$ cat src/design/bmpd_pkg.sv
package bmpd_pkg;

  localparam int unsigned PaletteDepth = 256;
  localparam int unsigned PalAddrW     = 8;
  localparam int unsigned CfgDataW     = 13;

  // register indexes of the configuration port
  localparam logic [1:0] CFG_BPP    = 2'd0;
  localparam logic [1:0] CFG_WIDTH  = 2'd1;
  localparam logic [1:0] CFG_HEIGHT = 2'd2;
  localparam logic [1:0] CFG_KEEP   = 2'd3;

  // item kinds
  localparam logic REQ_PALETTE = 1'b0;
  localparam logic REQ_PIXEL   = 1'b1;

  // supported depths
  localparam logic [5:0] BPP_1  = 6'd1;
  localparam logic [5:0] BPP_4  = 6'd4;
  localparam logic [5:0] BPP_8  = 6'd8;
  localparam logic [5:0] BPP_16 = 6'd16;
  localparam logic [5:0] BPP_24 = 6'd24;
  localparam logic [5:0] BPP_32 = 6'd32;

  typedef struct packed {
    logic        req_type;
    logic [7:0]  palette_slot;
    logic [31:0] palette_entry;
    logic [7:0]  data_byte;
  } in_item_t;

  typedef struct packed {
    logic [7:0]  red;
    logic [7:0]  green;
    logic [7:0]  blue;
    logic [7:0]  alpha;
    logic [7:0]  pixel_index;
    logic [11:0] column;
    logic [11:0] dest_row;
    logic        last_of_run;
    logic        end_of_image;
    logic        has_color;
    logic        has_alpha;
    logic        bad_depth;
  } out_item_t;

  // one pixel handed from the unpacker to the color stage
  typedef struct packed {
    logic        use_pal;
    logic [7:0]  red;
    logic [7:0]  green;
    logic [7:0]  blue;
    logic [7:0]  alpha;
    logic [7:0]  pixel_index;
    logic [11:0] column;
    logic [11:0] dest_row;
    logic        last_of_run;
    logic        end_of_image;
    logic        clr_flags;
    logic        clr_value;
    logic        alpha_hit;
    logic        bad_depth;
  } pix_t;

endpackage

$ cat src/design/bmpd_pixel_out.sv
module bmpd_pixel_out import bmpd_pkg::*; (
  input  logic      clk_i,
  input  logic      rst_ni,
  input  logic      keep_index_i,
  input  logic      pix_valid_i,
  output logic      pix_ready_o,
  input  pix_t      pix_i,
  input  logic [31:0] pal_data_i,
  output logic      out_valid_o,
  input  logic      out_ready_i,
  output out_item_t out_item_o
);

  logic      b_valid_q;
  pix_t      b_q;
  logic      color_q, color_d;
  logic      alpha_q, alpha_d;
  logic      o_valid_q;
  out_item_t o_q, o_d;
  logic      b_move;
  logic [7:0] r, g, b, a;

  assign b_move      = b_valid_q && (!o_valid_q || out_ready_i);
  assign pix_ready_o = !b_valid_q || b_move;

  always_comb begin
    if (b_q.use_pal) begin
      r = pal_data_i[23:16];
      g = pal_data_i[15:8];
      b = pal_data_i[7:0];
      a = pal_data_i[31:24];
    end else begin
      r = b_q.red;
      g = b_q.green;
      b = b_q.blue;
      a = b_q.alpha;
    end
    color_d = b_q.clr_flags ? b_q.clr_value : color_q;
    alpha_d = b_q.clr_flags ? 1'b0 : alpha_q;
    if (!keep_index_i && (r != g || g != b)) begin
      color_d = 1'b1;
    end
    if (b_q.alpha_hit) begin
      alpha_d = 1'b1;
    end
    o_d              = '0;
    o_d.red          = r;
    o_d.green        = g;
    o_d.blue         = b;
    o_d.alpha        = a;
    o_d.pixel_index  = b_q.pixel_index;
    o_d.column       = b_q.column;
    o_d.dest_row     = b_q.dest_row;
    o_d.last_of_run  = b_q.last_of_run;
    o_d.end_of_image = b_q.end_of_image;
    o_d.has_color    = color_d;
    o_d.has_alpha    = alpha_d;
    if (b_q.bad_depth) begin
      o_d           = '0;
      o_d.bad_depth = 1'b1;
      color_d       = color_q;
      alpha_d       = alpha_q;
    end
  end

  always_ff @(posedge clk_i or negedge rst_ni) begin
    if (!rst_ni) begin
      b_valid_q <= 1'b0;
      o_valid_q <= 1'b0;
      color_q   <= 1'b0;
      alpha_q   <= 1'b0;
    end else begin
      if (pix_ready_o) begin
        b_valid_q <= pix_valid_i;
      end
      if (b_move) begin
        o_valid_q <= 1'b1;
        color_q   <= color_d;
        alpha_q   <= alpha_d;
      end else if (out_ready_i) begin
        o_valid_q <= 1'b0;
      end
    end
  end

  always_ff @(posedge clk_i) begin
    if (pix_ready_o && pix_valid_i) begin
      b_q <= pix_i;
    end
    if (b_move) begin
      o_q <= o_d;
    end
  end

  assign out_valid_o = o_valid_q;
  assign out_item_o  = o_q;

endmodule

$ cat config.mk
export PLATFORM = sky130hd
export DESIGN_NAME = bmpd_pixel_out
export DESIGN_NICKNAME = d
export VERILOG_FILES = /design/src/design/bmpd_pkg.sv /design/src/design/bmpd_pixel_out.sv
export SDC_FILE = /design/constraint.sdc
export NUM_CORES = 1
export LEC_CHECK = 0
export BUFFER_PORTS_ARGS = -buffer_cell sky130_fd_sc_hd__buf_2
export CELL_PAD_IN_SITES_DETAIL_PLACEMENT = 2
export CELL_PAD_IN_SITES_GLOBAL_PLACEMENT = 2
export CORE_AREA = 5 5 132 134
export DETAILED_ROUTE_END_ITERATION = 7
export DIE_AREA = 0 0 137 139
export PLACE_DENSITY = 0.83
export SETUP_SLACK_MARGIN = 0.05
export SLEW_MARGIN = 20
export SYNTH_ARGS = -nofsm -noshare
export SYNTH_HDL_FRONTEND = slang
export SYNTH_SLANG_ARGS = --single-unit
$ cat constraint.sdc
create_clock -name clk_i -period 5.75 [get_ports clk_i]
set_clock_uncertainty 0.15 [all_clocks]
set_input_delay 0.575 -clock clk_i [delete_from_list [all_inputs] [get_ports clk_i]]
set_output_delay 0.575 -clock clk_i [all_outputs]
set_load 0.01 [all_outputs]
==> summary.md, run 1 <==
| Metric | Value |
|---|---|
| GRT Total Usage | 0.153 |
| DRC | 0 |
| Mapped Cells | between 300 and 400 |
| Fmax | around 360 MHz |
| Htree depth | 4 |
| Worst Tran Pin Value | about 1 ns |
| Sw Share | 0.222 |
| HPWL Detailed | 10.2 mm |
| Hold Crit Depth | 1 |
| Final cell count without fillers | between 700 and 800 |
| Int Power | 2.06 mW |
| Placed inst area | between 6000 and 7000 um2 |
| RR Endpoint | out_item_o[2] |
| Final wirelength | approximately 14 mm |
| Worst Hold Launch | pix_i[30] |
| Fin. max-slew vios | 0 |
| # nets final | approximately 600 |
| Reg power frac | 0.483 |
| FP Rows | 47 |
| Register-to-register setup slack | a little under 3 ns |
| Hold EP | b_q[30] |
| Hold WC Path Type | in -> reg |
| Layout cells sized above 1 | 0.423 |
| Final total power | ~2.7 mW |
| CTS Buffer Depth | 2 |
| CTS resizes | 0 |
| Outcome | completed |
| RSZ-0062 raised after global routing | no |
| Yosys warnings | 0 |
| Via/cell ratio | approximately 4.5 |
| ANT nets after route | 0 |
| Routed len/inst | a little under 20 um |
| Global route total overflow | 0 |
| Final period util | 0.486 |
| Port Buffers | ~180 |
| Design area | between 7000 and 8000 um2 |
| Critical R2R Launch | b_q[70] |
| Synth Cell Area | roughly 5400 um2 |
| Max cap viols | 0 |
| Root buffer cell | clkbuf_16 |
| Via count of the first global-routing pass | around 3800 |
| CP arrival | about 2.8 ns |
| Worst setup path category | reg -> reg |
| Starting Density | 0.331 |
| Post-layout util | 0.440 |
| TritonRoute pass-1 iters | 4 |
| Clock Power Share | 0.436 |
| I/O pins | between 150 and 200 |
| Post-synthesis sequential area ratio | 0.804 |
| Die X | approximately 140 um |
| Comb power frac | 0.081 |
| Worst EP required | 5.74 ns |
| Initial antenna violation count | 6 |
| Global-route wire length before repair | between 20 and 25 mm |
| Later-pin clock latency in the skew report | 0.42 ns |
| Routability cong. | around 0.8 |
| Die span in y | 139 um |
| CP endpoint kind | flop |
| Inst Count DP | 693 |
| Num CTS Buffers | 17 |
| Final min period | around 2.8 ns |
| Psw | approximately 0.59 mW |
| DR vias | 3275 |
| Clock Pin Slew Worst Setup and Hold Paths | approximately 0.060 ns |
| Largest net degree at the start of global routing | 72 |
| Synth cell types | 29 |
| Die area | approximately 19000 um2 |
| Reg2Reg Depth | 5 |
| Core ar. | between 15000 and 20000 um2 |
| Final Hold Viols | 0 |
| CTS tree | done |
| Synthesized net count | around 400 |
| PD cells | ~370 nW/um2 |
| Avg Synthesized Cell Area | 17.7 um2 |
| Final setup fails | 0 |
| P_leak | 2.88 nW |
| Critical Path Source Type | flop |
| Synthesis-stage register bit count | around 140 |
| Area Growth Syn to Fin | 32.9% |
| Setup TNS | 0 ns |
| # clock sinks | between 100 and 150 |
| CP Max Fanout | 17 |
| Peak VDD IR | ~0.23 mV |
| DR iter-0 viols | between 100 and 150 |
| Worst slew margin | 0.346 |
[layout by cell type, fill, tap and decap left out]
cell / netlist / layout
a2111o_1: 1 / 1
a21oi_1: 3 / 3
a221oi_1: 1 / 1
a222oi_1: 1 / 1
a22o_1: 1 / 1
a22oi_1: 1 / 1
a31o_1: 1 / 1
a32o_1: 1 / 1
and2_4: 0 / 1
and3_1: 1 / 1
buf_2: 2 / 178
buf_4: 0 / 3
bufinv_16: 0 / 4
clkbuf_1: 7 / 1
clkbuf_16: 0 / 17
clkinv_1: 0 / 1
clkinv_2: 0 / 3
clkinv_4: 0 / 3
clkinvlp_4: 0 / 2
dfrtp_1: 4 / 4
diode_2: 0 / 2
dlygate4sd3_1: 0 / 1
edfxtp_1: 140 / 140
inv_1: 2 / 2
inv_6: 0 / 1
mux2i_1: 34 / 34
nand2_1: 4 / 4
nand2b_1: 3 / 3
nand3_1: 6 / 6
nor2_1: 34 / 33
nor2_4: 0 / 1
nor2b_1: 35 / 35
nor3_1: 2 / 2
o2111ai_1: 1 / 1
or2_2: 1 / 1
or3_1: 6 / 6
xnor2_1: 6 / 6
xor2_1: 2 / 2
[cell type report]
cell class                      count  area, um2
Sequential cell                   144       4300
Multi-Input combinational cell    146        986
Tap cell                          220        275
Clock buffer                       18        429
Fill cell                        1607       9050
Clock inverter                     14        189
Antenna cell                        2       5.00
Timing Repair Buffer              182        923
Inverter                            2       7.51
[synth_stat cells]
cell type / instances / share of area
nor2b_1: 35 / 0.041
and2_1: 1 / 0.0012
mux2i_1: 34 / 0.064
buf_6: 1 / 0.0021
inv_1: 2 / 0.0014
a2111o_1: 1 / 0.0021
clkbuf_1: 7 / 0.0049
nor3_1: 2 / 0.0019
buf_12: 1 / 0.0037
nor2_1: 34 / 0.024
edfxtp_1: 140 / 0.79
a222oi_1: 1 / 0.0019
or2_2: 1 / 0.0012
a21oi_1: 3 / 0.0028
o2111ai_1: 1 / 0.0016
nand2b_1: 3 / 0.0035
xnor2_1: 6 / 0.0098
a22oi_1: 1 / 0.0014
nand2_1: 4 / 0.0028
a31o_1: 1 / 0.0016
dfrtp_1: 4 / 0.019
a221oi_1: 1 / 0.0016
a22o_1: 1 / 0.0016
a32o_1: 1 / 0.0019
nand3_1: 6 / 0.0056
buf_2: 2 / 0.0019
xor2_1: 2 / 0.0033
or3_1: 6 / 0.0070
and3_1: 1 / 0.0012
[routing by layer]
metal	vias up	track usage	wire (um)
met5	-	0	56
met4	8	0.0483	228
li1	1509	-	-
met3	23	0.0842	1420
met2	122	0.271	7520
met1	1613	0.149	4790
[registers in the layout, summed over array words and instances (netlist names)]
name / cells
out_item_o: 69
out_valid_o: 1
alpha_q: 1
color_q: 1
b_q: 71
b_valid_q: 1
[worst max-delay path: stages (launching register included)]
cell and delay (ns):
edfxtp_1 0.94, mux2i_1 0.24, or3_1 0.41, a222oi_1 0.49
a31o_1 0.22, a21oi_1 0.06
[worst max-delay path by stage]
stage | startpoint | end | slack [ns] | cells after the start
floorplan | out_ready_i | out_item_o[0] | 1.58 | 2
global placement | b_q[70] | out_item_o[2] | 3.12 | 5
detailed placement | b_q[70] | out_item_o[2] | 2.99 | 5
CTS | b_q[70] | out_item_o[2] | 2.93 | 5
global route | b_q[70] | out_item_o[2] | 2.78 | 5
finish | b_q[70] | out_item_o[2] | 2.96 | 5
[per-stage QoR]
stage,worst slack [ns],hold slack (ns)
floorplan,1.58,0.129
global placement,3.12,0.240
detailed placement,2.99,0.246
CTS,2.93,0.146
global route,2.78,0.142
finish,2.96,0.173
[timing repair]
item | 4_1_cts | 5_1_grt
hold endpoints to repair | 4 | 0
hold buffers | 1 | 0
setup buffers | 0 | 0
[logic make-up (layout without fill, tap and decap cells)]
group | count (synthesis) | count (layout) | share of synthesized area
flops | 144 | 144 | 0.804
simple gates | 93 | 93 | 0.0890
mux | 34 | 34 | 0.0636
buf+inv | 13 | 216 | 0.0140
compound gates | 11 | 11 | 0.0166
xor+xnor | 8 | 8 | 0.0131
other cells | 0 | 2 | 0
[power by group through the flow]
stage | clock, mW | combinational (mW) | sequential (mW)
after floorplan | 0 | 0.0878 | 1.32
after global placement | 0 | 0.211 | 1.30
after detailed placement | 0 | 0.221 | 1.30
after CTS | 1.19 | 0.223 | 1.28
after global routing | 1.24 | 0.238 | 1.29
final | 1.16 | 0.215 | 1.28
(Power assumes the default switching activity.)
==> inputs of run 2 (changes only) <==
==> constraint.sdc (replaced) <==
create_clock -name clk_i -period 2.6 [get_ports clk_i]
set_clock_uncertainty 0.15 [all_clocks]
set_input_delay 0.26 -clock clk_i [delete_from_list [all_inputs] [get_ports clk_i]]
set_output_delay 0.26 -clock clk_i [all_outputs]
set_load 0.01 [all_outputs]
==> summary.md, run 2 (synthesized netlist as in run 1, its figures left out) <==
| Metric | Value |
|---|---|
| Most frequent cells in the layout | 178 x buf_2, 140 x edfxtp_1, 73 x dlygate4sd3_1 |
| Clock Pin Slew Worst Setup and Hold Paths | 0.06 ns (about the same) |
| Setup WS post-layout | 0.272 ns (-2.69 ns) |
| Reg with most FFs | b_q |
| CP endpoint kind | flop |
| Peak VDD IR | 0.443 mV (+95%) |
| Fin. max-slew vios | 0 (unchanged) |
| Routed len/inst | 20.5 um (+6.4%) |
| # clock sinks | 144 (unchanged) |
| Register-to-register setup slack | 0.27 ns (-2.69 ns) |
| Worst Tran Pin Value | 0.976 ns (-0.00588 ns) |
| Core ar. | 16200 um2 (unchanged) |
| Root buffer cell | clkbuf_16 |
| Fillers | 1527 (-5.0%) |
| ANT nets after route | 0 (unchanged) |
| DR vias | 3613 (+10%) |
| Port Buffers | 178 (unchanged) |
| Die X | 137 um (unchanged) |
| Worst Hold Launch | pal_data_i[24] |
| Slowest Stage Delay on Critical Path | 0.44 ns (-0.50 ns) |
| Setup TNS | 0 ns (unchanged) |
| Pre-CTS setup slack | 0.224 ns (-2.77 ns) |
| Via/cell ratio | 4.49 (-0.11%) |
| DR iter-0 viols | 153 (+34%) |
| Worst-path cell chain | buf_4 > buf_4 > mux2i_1 > or3_1 > a221oi_2 > a31o_1 > a21oi_1 |
| Reg2Reg Depth | 7 (+2) |
| CP top delay family | compound AO/OA/AOI/OAI gates |
| GRT Total Usage | 0.178 (+0.0256) |
| Hold EP | out_item_o[37] |
| Final Hold Viols | 0 (unchanged) |
| CTS Buffer Depth | 2 (unchanged) |
| Later-pin clock latency in the skew report | 0.42 ns (about the same) |
| Worst EP required | 2.60 ns (-3.14 ns) |
| Hold WS | 0.0306 ns (-0.143 ns) |
| Most common cell after layout, fill and taps aside | buf_2 |
| Global-route wire length before repair | 25.0 mm (+18%) |
| TritonRoute pass-1 iters | 6 (+2) |
| Global route total overflow | 0 (unchanged) |
| Hold WC Path Type | in -> reg |
| RR Endpoint | out_item_o[2] |
| P_leak | 3.22 nW (+12%) |
| Layout cells sized above 1 | 0.379 (-0.0439) |
| Final wirelength | 16.5 mm (+17%) |
| Slowest CP cell | edfxtp_1 |
| Area Growth Syn to Fin | 47.8% |
| Design area | 7910 um2 (+11%) |
| Max cap viols | 0 (unchanged) |
| Starting Density | 0.331 (unchanged) |
| CP arrival | 2.33 ns (-0.46 ns) |
| I/O pins | 179 (unchanged) |
| Routability cong. | 0.765 (-4.9%) |
| Worst slew margin | 0.349 (+0.00392) |
| Final setup fails | 0 (unchanged) |
| HPWL Detailed | 10.6 mm (+4.0%) |
| Placed inst area | 6560 um2 (+1.1%) |
| Worst setup path category | reg -> reg |
| Critical Path Source Type | flop |
| Most frequent CP cell | buf_4 |
| Die span in y | 139 um (unchanged) |
| Post CTS Setup Buffer Count | 0 (unchanged) |
| PD cells | 759 nW/um2 (+100%) |
| Final period util | 0.895 (+0.410) |
| Largest register FFs | 71 (unchanged) |
| Outcome | completed |
| Htree depth | 4 (unchanged) |
| Hold Crit Depth | 3 (+2) |
| # nets final | 679 (+13%) |
| Critical R2R Launch | b_q[70] |
| Fmax | 430 MHz (+20%) |
| Final min period | 2.33 ns (-0.465 ns) |
| CP Max Fanout | 5 (-12) |
| RSZ-0062 raised after global routing | no |
| Via count of the first global-routing pass | 4203 (+9.8%) |
| Largest net degree at the start of global routing | 72 (unchanged) |
| Die area | 19000 um2 (unchanged) |
| Crit path buf inv count | 2 (+2) |
| Num CTS Buffers | 17 (unchanged) |
| Initial antenna violation count | 4 (-2) |
| FP Rows | 47 (unchanged) |
| Final total power | 6.01 mW (+130%) |
| CTS tree | done |
| DRC | 0 (unchanged) |
-- run 2: cell count changes in the layout (fill, tap and decap cells not counted) --
cell	previous run	this run
buf_4	3	7
buf_12	0	2
a221oi_2	0	1
diode_2	2	1
clkinv_2	3	2
dlygate4sd3_1	1	73
a221oi_1	1	0
clkinvlp_4	2	3
inv_6	1	2
clkinv_4	3	2
clkinv_1	1	0
-- run 2: cell type report --
type	count	area (um2)	share of cell area
well taps	220	275	0.0348
repair buffers	260	1710	0.217
inverters	2	7.51	0.000949
multi-input cells	146	992	0.125
diodes	1	2.50	0.000316
clock buffers	18	429	0.0542
clock inverters	13	188	0.0237
flip-flops and latches	144	4300	0.544
-- run 2: worst min-delay path: stages --
cell	delay, ns
buf_2	0.08
mux2i_1	0.06
nor2_1	0.08
-- run 2: worst max-delay path by stage --
stage,slack (ns),from,cells after the start,endpoint
5_1_grt,0.16,b_q[70],7,out_item_o[2]
6_report,0.27,b_q[70],7,out_item_o[2]
3_5_place_dp,0.22,b_q[70],7,out_item_o[2]
3_3_place_gp,0.32,b_q[70],7,out_item_o[2]
2_1_floorplan,0.36,out_valid_o,3,b_q[0]
4_1_cts,0.20,b_q[70],7,out_item_o[2]
-- run 2: what timing repair did --
item,4_1_cts,5_1_grt
setup endpoints to repair,0,1
hold buffers,73,0
hold endpoints to repair,76,0
gates resized for setup,0,1
-- run 2: power by group --
group          leakage [nW]  switching [mW]  total [mW]  internal, mW
Clock                 0.293           0.972        2.58          1.61
Combinational          1.52           0.330       0.608         0.278
Sequential             1.41          0.0600        2.82          2.76
Total                  3.22            1.36        6.01          4.64
-- run 2: layer usage --
layer,vias up,global-route usage,share of wire
li1,1670,-,-
met1,1806,0.193,0.37
met2,112,0.327,0.56
met3,21,0.0581,0.056
met4,4,0.0504,0.015
met5,-,0,0.0021
-- run 2: through the flow --
step                      cells   util
final                       804  0.489
after global routing        804  0.489
after CTS                   803  0.489
after detailed placement    699  0.405
after global placement      699  0.405
after floorplan             303      -
==> inputs of run 3 (changes only) <==
--- a/config.mk
+++ b/config.mk
@@ -11,6 +11,7 @@
 export CORE_AREA = 5 5 132 134
 export DETAILED_ROUTE_END_ITERATION = 7
 export DIE_AREA = 0 0 137 139
+export HOLD_SLACK_MARGIN = 0.15
 export PLACE_DENSITY = 0.83
 export SETUP_SLACK_MARGIN = 0.05
 export SLEW_MARGIN = 20
==> summary.md, run 3 (synthesized netlist as in run 1, its figures left out) <==
| Metric | Value |
|---|---|
| Reg with most FFs | b_q |
| Fmax | 418 MHz (-2.6%) |
| Worst Tran Pin Value | 0.990 ns (+0.0142 ns) |
| Largest register FFs | 71 (unchanged) |
| Via count of the first global-routing pass | 4422 (+5.2%) |
| Initial antenna violation count | 3 (-1) |
| FP Rows | 47 (unchanged) |
| Root buffer cell | clkbuf_16 |
| Fin. max-slew vios | 0 (unchanged) |
| Hold WC Path Type | in -> reg |
| Port Buffers | 178 (unchanged) |
| Global route total overflow | 0 (unchanged) |
| ANT nets after route | 0 (unchanged) |
| Post CTS Setup Buffer Count | 0 (unchanged) |
| Final Hold Viols | 0 (unchanged) |
| Later-pin clock latency in the skew report | 0.42 ns (about the same) |
| Hold WS | 0.179 ns (+0.149 ns) |
| GRT Total Usage | 0.192 (+0.0140) |
| Final setup fails | 0 (unchanged) |
| Setup TNS | 0 ns (unchanged) |
| Critical R2R Launch | b_q[70] |
| CP arrival | 2.38 ns (+0.05 ns) |
| Hold Crit Depth | 3 (unchanged) |
| Final total power | 6.08 mW (+1.2%) |
| # nets final | 711 (+4.7%) |
| Post-layout util | 0.509 (+0.0198) |
| Design area | 8230 um2 (+4.0%) |
| PD cells | 738 nW/um2 (-2.7%) |
| P_leak | 3.35 nW (+4.1%) |
| Area Growth Syn to Fin | 53.7% |
| RSZ-0062 raised after global routing | no |
| Inst Count DP | 699 (unchanged) |
| Htree depth | 4 (unchanged) |
| CTS Buffer Depth | 2 (unchanged) |
| Worst slew margin | 0.340 (-0.00948) |
| HPWL Detailed | 10.6 mm (unchanged) |
| Critical Path Source Type | flop |
| Most common cell after layout, fill and taps aside | buf_2 |
| Die X | 137 um (unchanged) |
| Layout cells sized above 1 | 0.359 (-0.0197) |
| Clock Pin Slew Worst Setup and Hold Paths | 0.06 ns (about the same) |
| Die span in y | 139 um (unchanged) |
| TritonRoute pass-1 iters | 5 (-1) |
| Largest net degree at the start of global routing | 72 (unchanged) |
| Worst setup path category | reg -> reg |
| CTS tree | done |
| CP Max Fanout | 5 (unchanged) |
| Die area | 19000 um2 (unchanged) |
| DRC | 0 (unchanged) |
| Worst EP required | 2.59 ns (about the same) |
| Pre-CTS setup slack | 0.224 ns (unchanged) |
| Max cap viols | 0 (unchanged) |
| Final min period | 2.39 ns (+0.0621 ns) |
| Starting Density | 0.331 (unchanged) |
| Worst Hold Launch | pal_data_i[7] |
| Routed len/inst | 21.3 um (+4.2%) |
| Final cell count without fillers | 836 (+4.0%) |
| Crit path from | b_q[70] |
| # clock sinks | 144 (unchanged) |
| Most frequent cells in the layout | 178 x buf_2, 140 x edfxtp_1, 105 x dlygate4sd3_1 |
| Core ar. | 16200 um2 (unchanged) |
| Reg2Reg Depth | 7 (unchanged) |
| DR vias | 3717 (+2.9%) |
| Outcome | completed |
| Via/cell ratio | 4.45 (-1.1%) |
| Routability cong. | 0.765 (unchanged) |
| Num CTS Buffers | 17 (unchanged) |
| Final period util | 0.919 (+0.0239) |
| CP endpoint kind | flop |
| Setup WS post-layout | 0.210 ns (-0.0621 ns) |
| I/O pins | 179 (unchanged) |
| Peak VDD IR | 0.429 mV (-3.1%) |
| Global-route wire length before repair | 26.8 mm (+7.0%) |
| DR iter-0 viols | 118 (-23%) |
| Placed inst area | 6560 um2 (unchanged) |
| Final wirelength | 17.8 mm (+8.4%) |
[run 3: changes by cell type in the layout (fill, tap and decap cells not counted), sizes merged]
cell / before / now
dlygate4sd3: 73 / 105
[run 3: worst max-delay path: stages (launching register included)]
cell and delay (ns):
edfxtp_1 0.46, buf_4 0.21, buf_4 0.17, mux2i_1 0.15, or3_1 0.40, a221oi_2 0.31, a31o_1 0.20, a21oi_1 0.07
[run 3: cell type report]
cell class                      count  area (um2)
Fill cell                        1496        7940
Sequential cell                   144        4300
Timing Repair Buffer              292        2030
Multi-Input combinational cell    146         992
Clock buffer                       18         429
Tap cell                          220         275
Clock inverter                     13         188
Inverter                            2        7.51
Antenna cell                        1        2.50
[run 3: final timing paths]
path                                  endpoint  slack (ns)
worst max-delay path             out_item_o[2]        0.21
worst min-delay path            out_item_o[52]        0.18
worst max register to register   out_item_o[2]        0.21
worst min register to register     out_valid_o        0.38
max in group asynchronous          out_valid_o        1.49
min in group asynchronous              color_q        0.62
[run 3: repair_timing]
item / 4_1_cts / 5_1_grt
hold endpoints to repair: 107 / 0
hold buffers: 105 / 0
endpoints found under the setup margin: 0 / 1
gates resized for setup: 0 / 1
[run 3: power breakdown]
group / switching [mW] / internal (mW)
clock network: 0.992 / 1.61
logic: 0.345 / 0.310
registers: 0.0648 / 2.76
[run 3: routing by layer]
metal	global-route usage	routed length, um
met1	0.194	6270
met2	0.374	10300
met3	0.0555	965
met4	0.0536	249
met5	0	34
